<file path="config.mk">
export PLATFORM = sky130hd
export DESIGN_NAME = button_debounce_long_repeat
export DESIGN_NICKNAME = d
export VERILOG_FILES = /design/src/design/bdlr_pkg.sv /design/src/design/button_debounce_long_repeat.sv /design/src/design/bdlr_regs.sv /design/src/design/bdlr_lane.sv /design/src/design/bdlr_out.sv
export VERILOG_INCLUDE_DIRS = /design/src /design/src/design
export SDC_FILE = /design/constraint.sdc
export NUM_CORES = 1
export LEC_CHECK = 0
export BUFFER_PORTS_ARGS = -buffer_cell sky130_fd_sc_hd__buf_2
export CELL_PAD_IN_SITES_DETAIL_PLACEMENT = 0
export CELL_PAD_IN_SITES_GLOBAL_PLACEMENT = 1
export CORE_MARGIN = 1.5
export CORE_UTILIZATION = 44
export CTS_CLUSTER_SIZE = 8
export DETAILED_ROUTE_END_ITERATION = 8
export GPL_TIMING_DRIVEN = 1
export PLACE_DENSITY = 0.85
export SYNTH_ARGS = -nofsm -noshare
export SYNTH_HDL_FRONTEND = slang
export SYNTH_SLANG_ARGS = --single-unit
</file>
<file path="constraint.sdc">
create_clock -name clk -period 4.1 [get_ports clk]
set_input_delay 0.205 -clock clk [delete_from_list [all_inputs] [get_ports clk]]
set_output_delay 0.205 -clock clk [all_outputs]
set_load 0.05 [all_outputs]
</file>
<file path="src/design/assert_macros.svh">
// Assertion macros shared by the design files.
`ifndef ASSERT_MACROS_SVH
`define ASSERT_MACROS_SVH

// Check that is switched off while reset is high.
`define ASSERT_CLK_RST(lbl, prop, msg) \
  lbl: assert property (@(posedge clk) disable iff (rst) prop) else $error(msg);

// Check that also holds during reset.
`define ASSERT_CLK(lbl, prop, msg) \
  lbl: assert property (@(posedge clk) prop) else $error(msg);

`endif

</file>
<file path="src/design/bdlr_pkg.sv">
// Shared constants and types for the button debouncer.
package bdlr_pkg;

  localparam int COUNT_BITS  = 8;
  localparam int THR_BITS    = 8;
  localparam int CMP_BITS    = (COUNT_BITS > THR_BITS) ? COUNT_BITS : THR_BITS;
  localparam int NUM_BUTTONS = 6;
  localparam int ADDR_BITS   = 4;

  // Lanes with long press and auto-repeat: up and down
  localparam logic [NUM_BUTTONS-1:0] REPEAT_MASK = 6'b000110;

  localparam logic [THR_BITS-1:0] SHORT_RESET  = 8'd3;
  localparam logic [THR_BITS-1:0] LONG_RESET   = 8'd50;
  localparam logic [THR_BITS-1:0] REPEAT_RESET = 8'd5;

  typedef enum logic [1:0] {
    REG_SHORT  = 2'd0,
    REG_LONG   = 2'd1,
    REG_REPEAT = 2'd2
  } reg_index_t;

  typedef struct packed {
    logic [THR_BITS-1:0] short_thr;
    logic [THR_BITS-1:0] long_thr;
    logic [THR_BITS-1:0] repeat_thr;
  } thresh_t;

endpackage

</file>
<file path="src/design/button_debounce_long_repeat.sv">
// Six-button debouncer with long press and auto-repeat: one tick per transfer, one result each.
// A result is registered into out_ev, or into the skid entry while out_ev holds an untaken result.
// Throughput: one tick per cycle while in_stall is low; each lane updates its counter on each accepted tick.
// A two-entry output skid lets ticks keep flowing while one result waits.
// Reset (rst, synchronous): counters and long-press flags clear, thresholds
// return to 3 / 50 / 5, output buffer empties.
`include "assert_macros.svh"

module button_debounce_long_repeat (
  input  logic                           clk,
  input  logic                           rst,
  input  logic                           in_valid,
  output logic                           in_stall,
  input  logic                           onoff_level,
  input  logic                           up_level,
  input  logic                           down_level,
  input  logic                           set_level,
  input  logic                           option_level,
  input  logic                           enter_level,
  output logic                           out_valid,
  input  logic                           out_stall,
  output logic                           onoff_event,
  output logic                           up_event,
  output logic                           down_event,
  output logic                           set_event,
  output logic                           option_event,
  output logic                           enter_event,
  input  logic                           psel,
  input  logic                           penable,
  input  logic                           pwrite,
  input  logic [bdlr_pkg::ADDR_BITS-1:0] paddr,
  input  logic [31:0]                    pwdata,
  output logic [31:0]                    prdata,
  output logic                           pready
);

  bdlr_pkg::thresh_t                thr;
  logic [bdlr_pkg::NUM_BUTTONS-1:0] levels;
  logic [bdlr_pkg::NUM_BUTTONS-1:0] lane_ev;
  logic [bdlr_pkg::NUM_BUTTONS-1:0] out_ev;
  logic                             in_take;
  logic                             full;

  assign levels  = {enter_level, option_level, set_level, down_level, up_level, onoff_level};
  assign in_take = in_valid && !in_stall;
  assign in_stall = full;

  bdlr_regs u_regs (
    .clk     (clk),
    .rst     (rst),
    .psel    (psel),
    .penable (penable),
    .pwrite  (pwrite),
    .paddr   (paddr),
    .pwdata  (pwdata),
    .prdata  (prdata),
    .pready  (pready),
    .thr     (thr)
  );

  // one lane per button
  for (genvar i = 0; i < bdlr_pkg::NUM_BUTTONS; i++) begin : g_lane
    bdlr_lane u_lane (
      .clk       (clk),
      .rst       (rst),
      .step      (in_take),
      .level     (levels[i]),
      .repeat_en (bdlr_pkg::REPEAT_MASK[i]),
      .thr       (thr),
      .ev        (lane_ev[i])
    );
  end

  bdlr_out u_out (
    .clk       (clk),
    .rst       (rst),
    .in_take   (in_take),
    .lane_ev   (lane_ev),
    .full      (full),
    .out_valid (out_valid),
    .out_stall (out_stall),
    .out_ev    (out_ev)
  );

  assign onoff_event  = out_ev[0];
  assign up_event     = out_ev[1];
  assign down_event   = out_ev[2];
  assign set_event    = out_ev[3];
  assign option_event = out_ev[4];
  assign enter_event  = out_ev[5];

  // skid holds data only behind a full output register
  `ASSERT_CLK_RST(a_skid_behind_out, in_stall |-> out_valid, "skid full with output empty")
  // an accepted tick always leaves a result
  `ASSERT_CLK_RST(a_take_gives_result, (in_valid && !in_stall) |=> out_valid, "tick lost")
  // skid cannot drain while the output is stalled
  `ASSERT_CLK_RST(a_skid_holds, (in_stall && out_stall) |=> in_stall, "skid drained under stall")

endmodule

</file>
<file path="src/design/bdlr_regs.sv">
// Threshold registers behind the APB-style configuration port.
module bdlr_regs (
  input  logic                           clk,
  input  logic                           rst,
  input  logic                           psel,
  input  logic                           penable,
  input  logic                           pwrite,
  input  logic [bdlr_pkg::ADDR_BITS-1:0] paddr,
  input  logic [31:0]                    pwdata,
  output logic [31:0]                    prdata,
  output logic                           pready,
  output bdlr_pkg::thresh_t              thr
);

  logic [1:0] reg_idx;
  logic       wr_en;

  assign reg_idx = paddr[3:2];
  assign wr_en   = psel && penable && pwrite;
  assign pready  = 1'b1;

  // register writes; an unused index is dropped
  always_ff @(posedge clk) begin
    if (rst) begin
      thr.short_thr  <= bdlr_pkg::SHORT_RESET;
      thr.long_thr   <= bdlr_pkg::LONG_RESET;
      thr.repeat_thr <= bdlr_pkg::REPEAT_RESET;
    end else if (wr_en) begin
      unique case (reg_idx)
        bdlr_pkg::REG_SHORT:  thr.short_thr  <= pwdata[bdlr_pkg::THR_BITS-1:0];
        bdlr_pkg::REG_LONG:   thr.long_thr   <= pwdata[bdlr_pkg::THR_BITS-1:0];
        bdlr_pkg::REG_REPEAT: thr.repeat_thr <= pwdata[bdlr_pkg::THR_BITS-1:0];
        default: ;
      endcase
    end
  end

  // read back
  always_comb begin
    prdata = '0;
    unique case (reg_idx)
      bdlr_pkg::REG_SHORT:  prdata[bdlr_pkg::THR_BITS-1:0] = thr.short_thr;
      bdlr_pkg::REG_LONG:   prdata[bdlr_pkg::THR_BITS-1:0] = thr.long_thr;
      bdlr_pkg::REG_REPEAT: prdata[bdlr_pkg::THR_BITS-1:0] = thr.repeat_thr;
      default:              prdata = '0;
    endcase
  end

endmodule

</file>
<file path="src/design/bdlr_lane.sv">
// One button lane: hold counter, release event, optional long press and repeat.
module bdlr_lane (
  input  logic              clk,
  input  logic              rst,
  input  logic              step,
  input  logic              level,
  input  logic              repeat_en,
  input  bdlr_pkg::thresh_t thr,
  output logic              ev
);

  localparam logic [bdlr_pkg::COUNT_BITS-1:0] CNT_MAX = '1;

  logic [bdlr_pkg::COUNT_BITS-1:0] count, count_next;
  logic                            held_long, held_long_next;
  logic [bdlr_pkg::COUNT_BITS-1:0] count_inc;
  logic [bdlr_pkg::CMP_BITS-1:0]   inc_x, count_x;
  logic                            pressed;

  assign pressed   = ~level;
  assign count_inc = (count == CNT_MAX) ? count : count + 1'b1;
  assign inc_x     = bdlr_pkg::CMP_BITS'(count_inc);
  assign count_x   = bdlr_pkg::CMP_BITS'(count);

  // next state and event for this tick
  always_comb begin
    count_next     = count_inc;
    held_long_next = held_long;
    ev             = 1'b0;
    if (pressed) begin
      if (repeat_en && held_long) begin
        if (inc_x > bdlr_pkg::CMP_BITS'(thr.repeat_thr)) begin
          ev         = 1'b1;
          count_next = '0;
        end
      end else if (repeat_en && (inc_x > bdlr_pkg::CMP_BITS'(thr.long_thr))) begin
        ev             = 1'b1;
        held_long_next = 1'b1;
        count_next     = '0;
      end
    end else begin
      ev             = count_x > bdlr_pkg::CMP_BITS'(thr.short_thr);
      held_long_next = 1'b0;
      count_next     = '0;
    end
  end

  always_ff @(posedge clk) begin
    if (rst) begin
      count     <= '0;
      held_long <= 1'b0;
    end else if (step) begin
      count     <= count_next;
      held_long <= held_long_next;
    end
  end

endmodule

</file>
<file path="src/design/bdlr_out.sv">
// Merges the lane events into one result and buffers it in a two-entry skid.
module bdlr_out (
  input  logic                             clk,
  input  logic                             rst,
  input  logic                             in_take,
  input  logic [bdlr_pkg::NUM_BUTTONS-1:0] lane_ev,
  output logic                             full,
  output logic                             out_valid,
  input  logic                             out_stall,
  output logic [bdlr_pkg::NUM_BUTTONS-1:0] out_ev
);

  logic                             skid_valid;
  logic [bdlr_pkg::NUM_BUTTONS-1:0] skid_ev;
  logic                             out_take;

  assign out_take = out_valid && !out_stall;
  assign full     = skid_valid;

  // control
  always_ff @(posedge clk) begin
    if (rst) begin
      out_valid  <= 1'b0;
      skid_valid <= 1'b0;
    end else if (skid_valid) begin
      if (out_take) skid_valid <= 1'b0;
    end else if (in_take) begin
      if (out_valid && !out_take) skid_valid <= 1'b1;
      out_valid <= 1'b1;
    end else if (out_take) begin
      out_valid <= 1'b0;
    end
  end

  // payload, no reset
  always_ff @(posedge clk) begin
    if (skid_valid) begin
      if (out_take) out_ev <= skid_ev;
    end else if (in_take) begin
      if (!out_valid || out_take) out_ev <= lane_ev;
      else                        skid_ev <= lane_ev;
    end
  end

endmodule
</file>
==> metrics <==
post-DP HPWL=11,200 microns; CP startpoint=g_lane[1].u_lane.count[3]$_SDFFE_PP0P_; die area=14,500 sq um; min-delay worst type=input port to flip-flop; Die X=120 microns; Initial Utilization=45.4%; H-Tree Depth=3; met2 WL=7200 microns; DRT antenna net count=0; initial antenna violation count=0; top cell type's share of synthesized area=25.1%; FF-to-FF setup slack=680 ps; Vias=5,177; Tmin final=3420 ps; fmax=293 MHz; final period utilization=83.3%; Synth Cell Area=6070 sq um; R2R Path End=u_out.out_ev[1]$_DFFE_PP_; Sequential Power Share=44.9%; Residual DRC=0; Via density=5.65; n_diodes=0; Final Util=49.7%; All-Layer GR Usage=21.6%; largest net degree at the start of global routing=46; grt total ovfl=0; setup_tns=0 ps; CP arrival=3520 ps; Sw Ratio=26.8%; Port Buffers=38; TritonCTS clock tree=done; Post-CTS Hold Buffers=0; synthesized instance count=702; # nets final=871; clk slew on worst S/H paths=60 ps; Top Metal Used=met4; Synth Flop Type=dfxtp_1; RSZ-0062 raised after global routing=no; synthesized area per cell=8.64 sq um; dpl ws=740 ps; VDD IR max=0.203 mV; vias in the first global route=4,971; status=finished, final reports clean; Ports=90; Final Skew=6.79 ps; power share of the combinational group=12.3%; final setup fails=0; CP Capture Type=flip-flop; FF-to-FF path depth=12; die height=120 microns; area grow syn2layout=9.32%; asr flop ratio synth=0%; Iter 0 DRT Violations=285; wire length per cell=16.5 microns; Yosys cell types=53; Placer Congestion=0.848; CTS sink count=88; worst skew pair latency=350 ps; EDFF count, synth=12; worst r2r src=g_lane[1].u_lane.count[3]$_SDFFE_PP0P_; crit path kind=flip-flop to flip-flop; Clk pwr share=42.7%; Max Cap Violations=0; Bufs on Longest Clock Path=2; layout cells sized above 1=9.73%; Cell Pwr Density=304 nW/um^2; Slew @ Worst Pin=1110 ps; Synth Register Bits=88; Root Driver=clkbuf_16; setup ws final=683 ps; Slew headroom=26.0%; drt total wl=15,100 microns; post-CTS sizing=0; total CTS buffers=9; fillers=1,329; non-filler instance count after layout=916; Yosys warning count=0; sw power=541 uW; Worst setup SP type=flip-flop; fin. max-slew vios=0; placed cell count=901; met1 WL=7080 microns; WP data required=4200 ps; sequential area share after synthesis=31.0%; drt first pass iters=5; internal power=1.48 mW; synth top area cells=dfxtp_1, ha_1, edfxtp_1, a21oi_1, nand2_1; Core Region=13,300 sq um; Hold Vio Cnt, Final=0; global-route wire length before repair=24,500 microns; CP Max Fanout=7; Leakage=2.83 nW; Tot Pwr=2.02 mW; Rows=42; WL met3=639 microns; Post CTS Setup Buffer Count=0; worst setup path end=u_out.out_ev[1]$_DFFE_PP_; area leader, netlist=dfxtp_1
==> how the worst min path moves through the flow <==
stage	from	to	slack (ps)	depth (start not counted)
floorplan	up_level	g_lane[1].u_lane.held_long$_SDFFE_PP0P_	320	1
global placement	pwdata[2]	u_regs.thr[2]$_SDFFE_PP1P_	440	2
detailed placement	pwdata[1]	u_regs.thr[17]$_SDFFE_PP1P_	460	2
CTS	pwdata[0]	u_regs.thr[16]$_SDFFE_PP1P_	90	2
global route	pwdata[0]	u_regs.thr[16]$_SDFFE_PP1P_	100	2
finish	pwdata[1]	u_regs.thr[17]$_SDFFE_PP1P_	110	2
==> power groups by stage <==
stage / Combinational, mW / Clock (mW) / Sequential [mW]
after floorplan: 0.187 / 0 / 0.940
after global placement: 0.241 / 0 / 0.925
after detailed placement: 0.248 / 0 / 0.925
after CTS: 0.249 / 0.885 / 0.906
after global routing: 0.269 / 0.915 / 0.908
final: 0.249 / 0.862 / 0.907
==> worst max-delay path, stage by stage (launching register included) <==
cell,delay (ps)
dfxtp_1,440
nand3_1,160
nor2_1,230
a31oi_1,160
and3_1,250
xor2_1,270
ha_1,310
a21oi_1,130
o21a_1,140
a31oi_1,120
a211oi_2,480
mux2i_1,180
mux2_2,290
==> stage by stage <==
step	cell area [sq um]	hold slack [ps]
finish	6630	106
global route	6630	104
CTS	6630	93.9
detailed placement	6320	461
global placement	6320	445
floorplan	6150	316
==> sequential cells by signal, indices dropped and copies added, names as in the netlist <==
signal	flops
u_out.out_valid	1
u_out.skid_ev	6
u_regs.thr	24
u_out.out_ev	6
u_out.full	1
g_lane.u_lane.held_long	2
g_lane.u_lane.count	48
==> kinds of logic (layout without fill, tap and decap cells) <==
| group | Yosys count | in the layout | synth area share [%] |
|---|---|---|---|
| XOR/XNOR | 23 | 23 | 3.32 |
| multiplexers | 31 | 31 | 5.30 |
| buffers and inverters | 79 | 94 | 6.62 |
| AND/OR/NAND/NOR | 246 | 246 | 20.6 |
| flip-flops | 88 | 88 | 31.0 |
| adder cells (fa/ha/maj) | 86 | 86 | 17.7 |
| AO/OA/AOI/OAI | 147 | 147 | 15.3 |
| other | 2 | 25 | 0.124 |
==> placed cells by master (no fill, tap or decap), types with 17 or more instances in the layout <==
| master | Yosys | routed |
|---|---|---|
| nor2_1 | 59 | 59 |
| nand4_1 | 26 | 26 |
| o21ai_0 | 33 | 33 |
| a21oi_1 | 57 | 57 |
| nand3_1 | 21 | 21 |
| nand2_1 | 59 | 59 |
| mux2i_1 | 22 | 22 |
| dfxtp_1 | 76 | 76 |
| ha_1 | 86 | 86 |
| conb_1 | 2 | 25 |
| inv_1 | 39 | 39 |
| buf_2 | 3 | 38 |
| nor2b_1 | 17 | 17 |
==> synth_stat cells, drive strengths merged, types with 3 or more instances <==
cell type  instances
mux2i             22
nand2             59
nor2b             17
nand3b             5
o21a               6
nor3b              5
buf               29
a21oi             57
clkbuf            11
or3                8
nor3              12
and3               5
o31ai              3
inv               39
o221a              4
ha                86
o21ai             34
xor2              16
nor2              59
nand2b            15
mux2               9
nand3             21
xnor2              7
and4               7
a211o              4
a32o               5
edfxtp            12
a21o              13
dfxtp             76
o211ai             6
nand4             26
a31oi              5
==> layer usage <==
layer | up-vias | global-route usage [%]
met5 | - | 0
met4 | 0 | 6.84
met3 | 15 | 3.49
met2 | 134 | 36.1
met1 | 2472 | 28.5
li1 | 2556 | -
==> area by class of cell <==
type / instances / area (sq um) / share of cell area (%)
sequential: 88 / 1880 / 28.4
timing repair buffer: 40 / 205 / 3.09
clock inverter: 2 / 37.5 / 0.566
multi-input combinational: 558 / 3870 / 58.3
inverter: 39 / 146 / 2.21
tap: 176 / 220 / 3.32
clock buffer: 13 / 272 / 4.09
(Power assumes the default switching activity.)
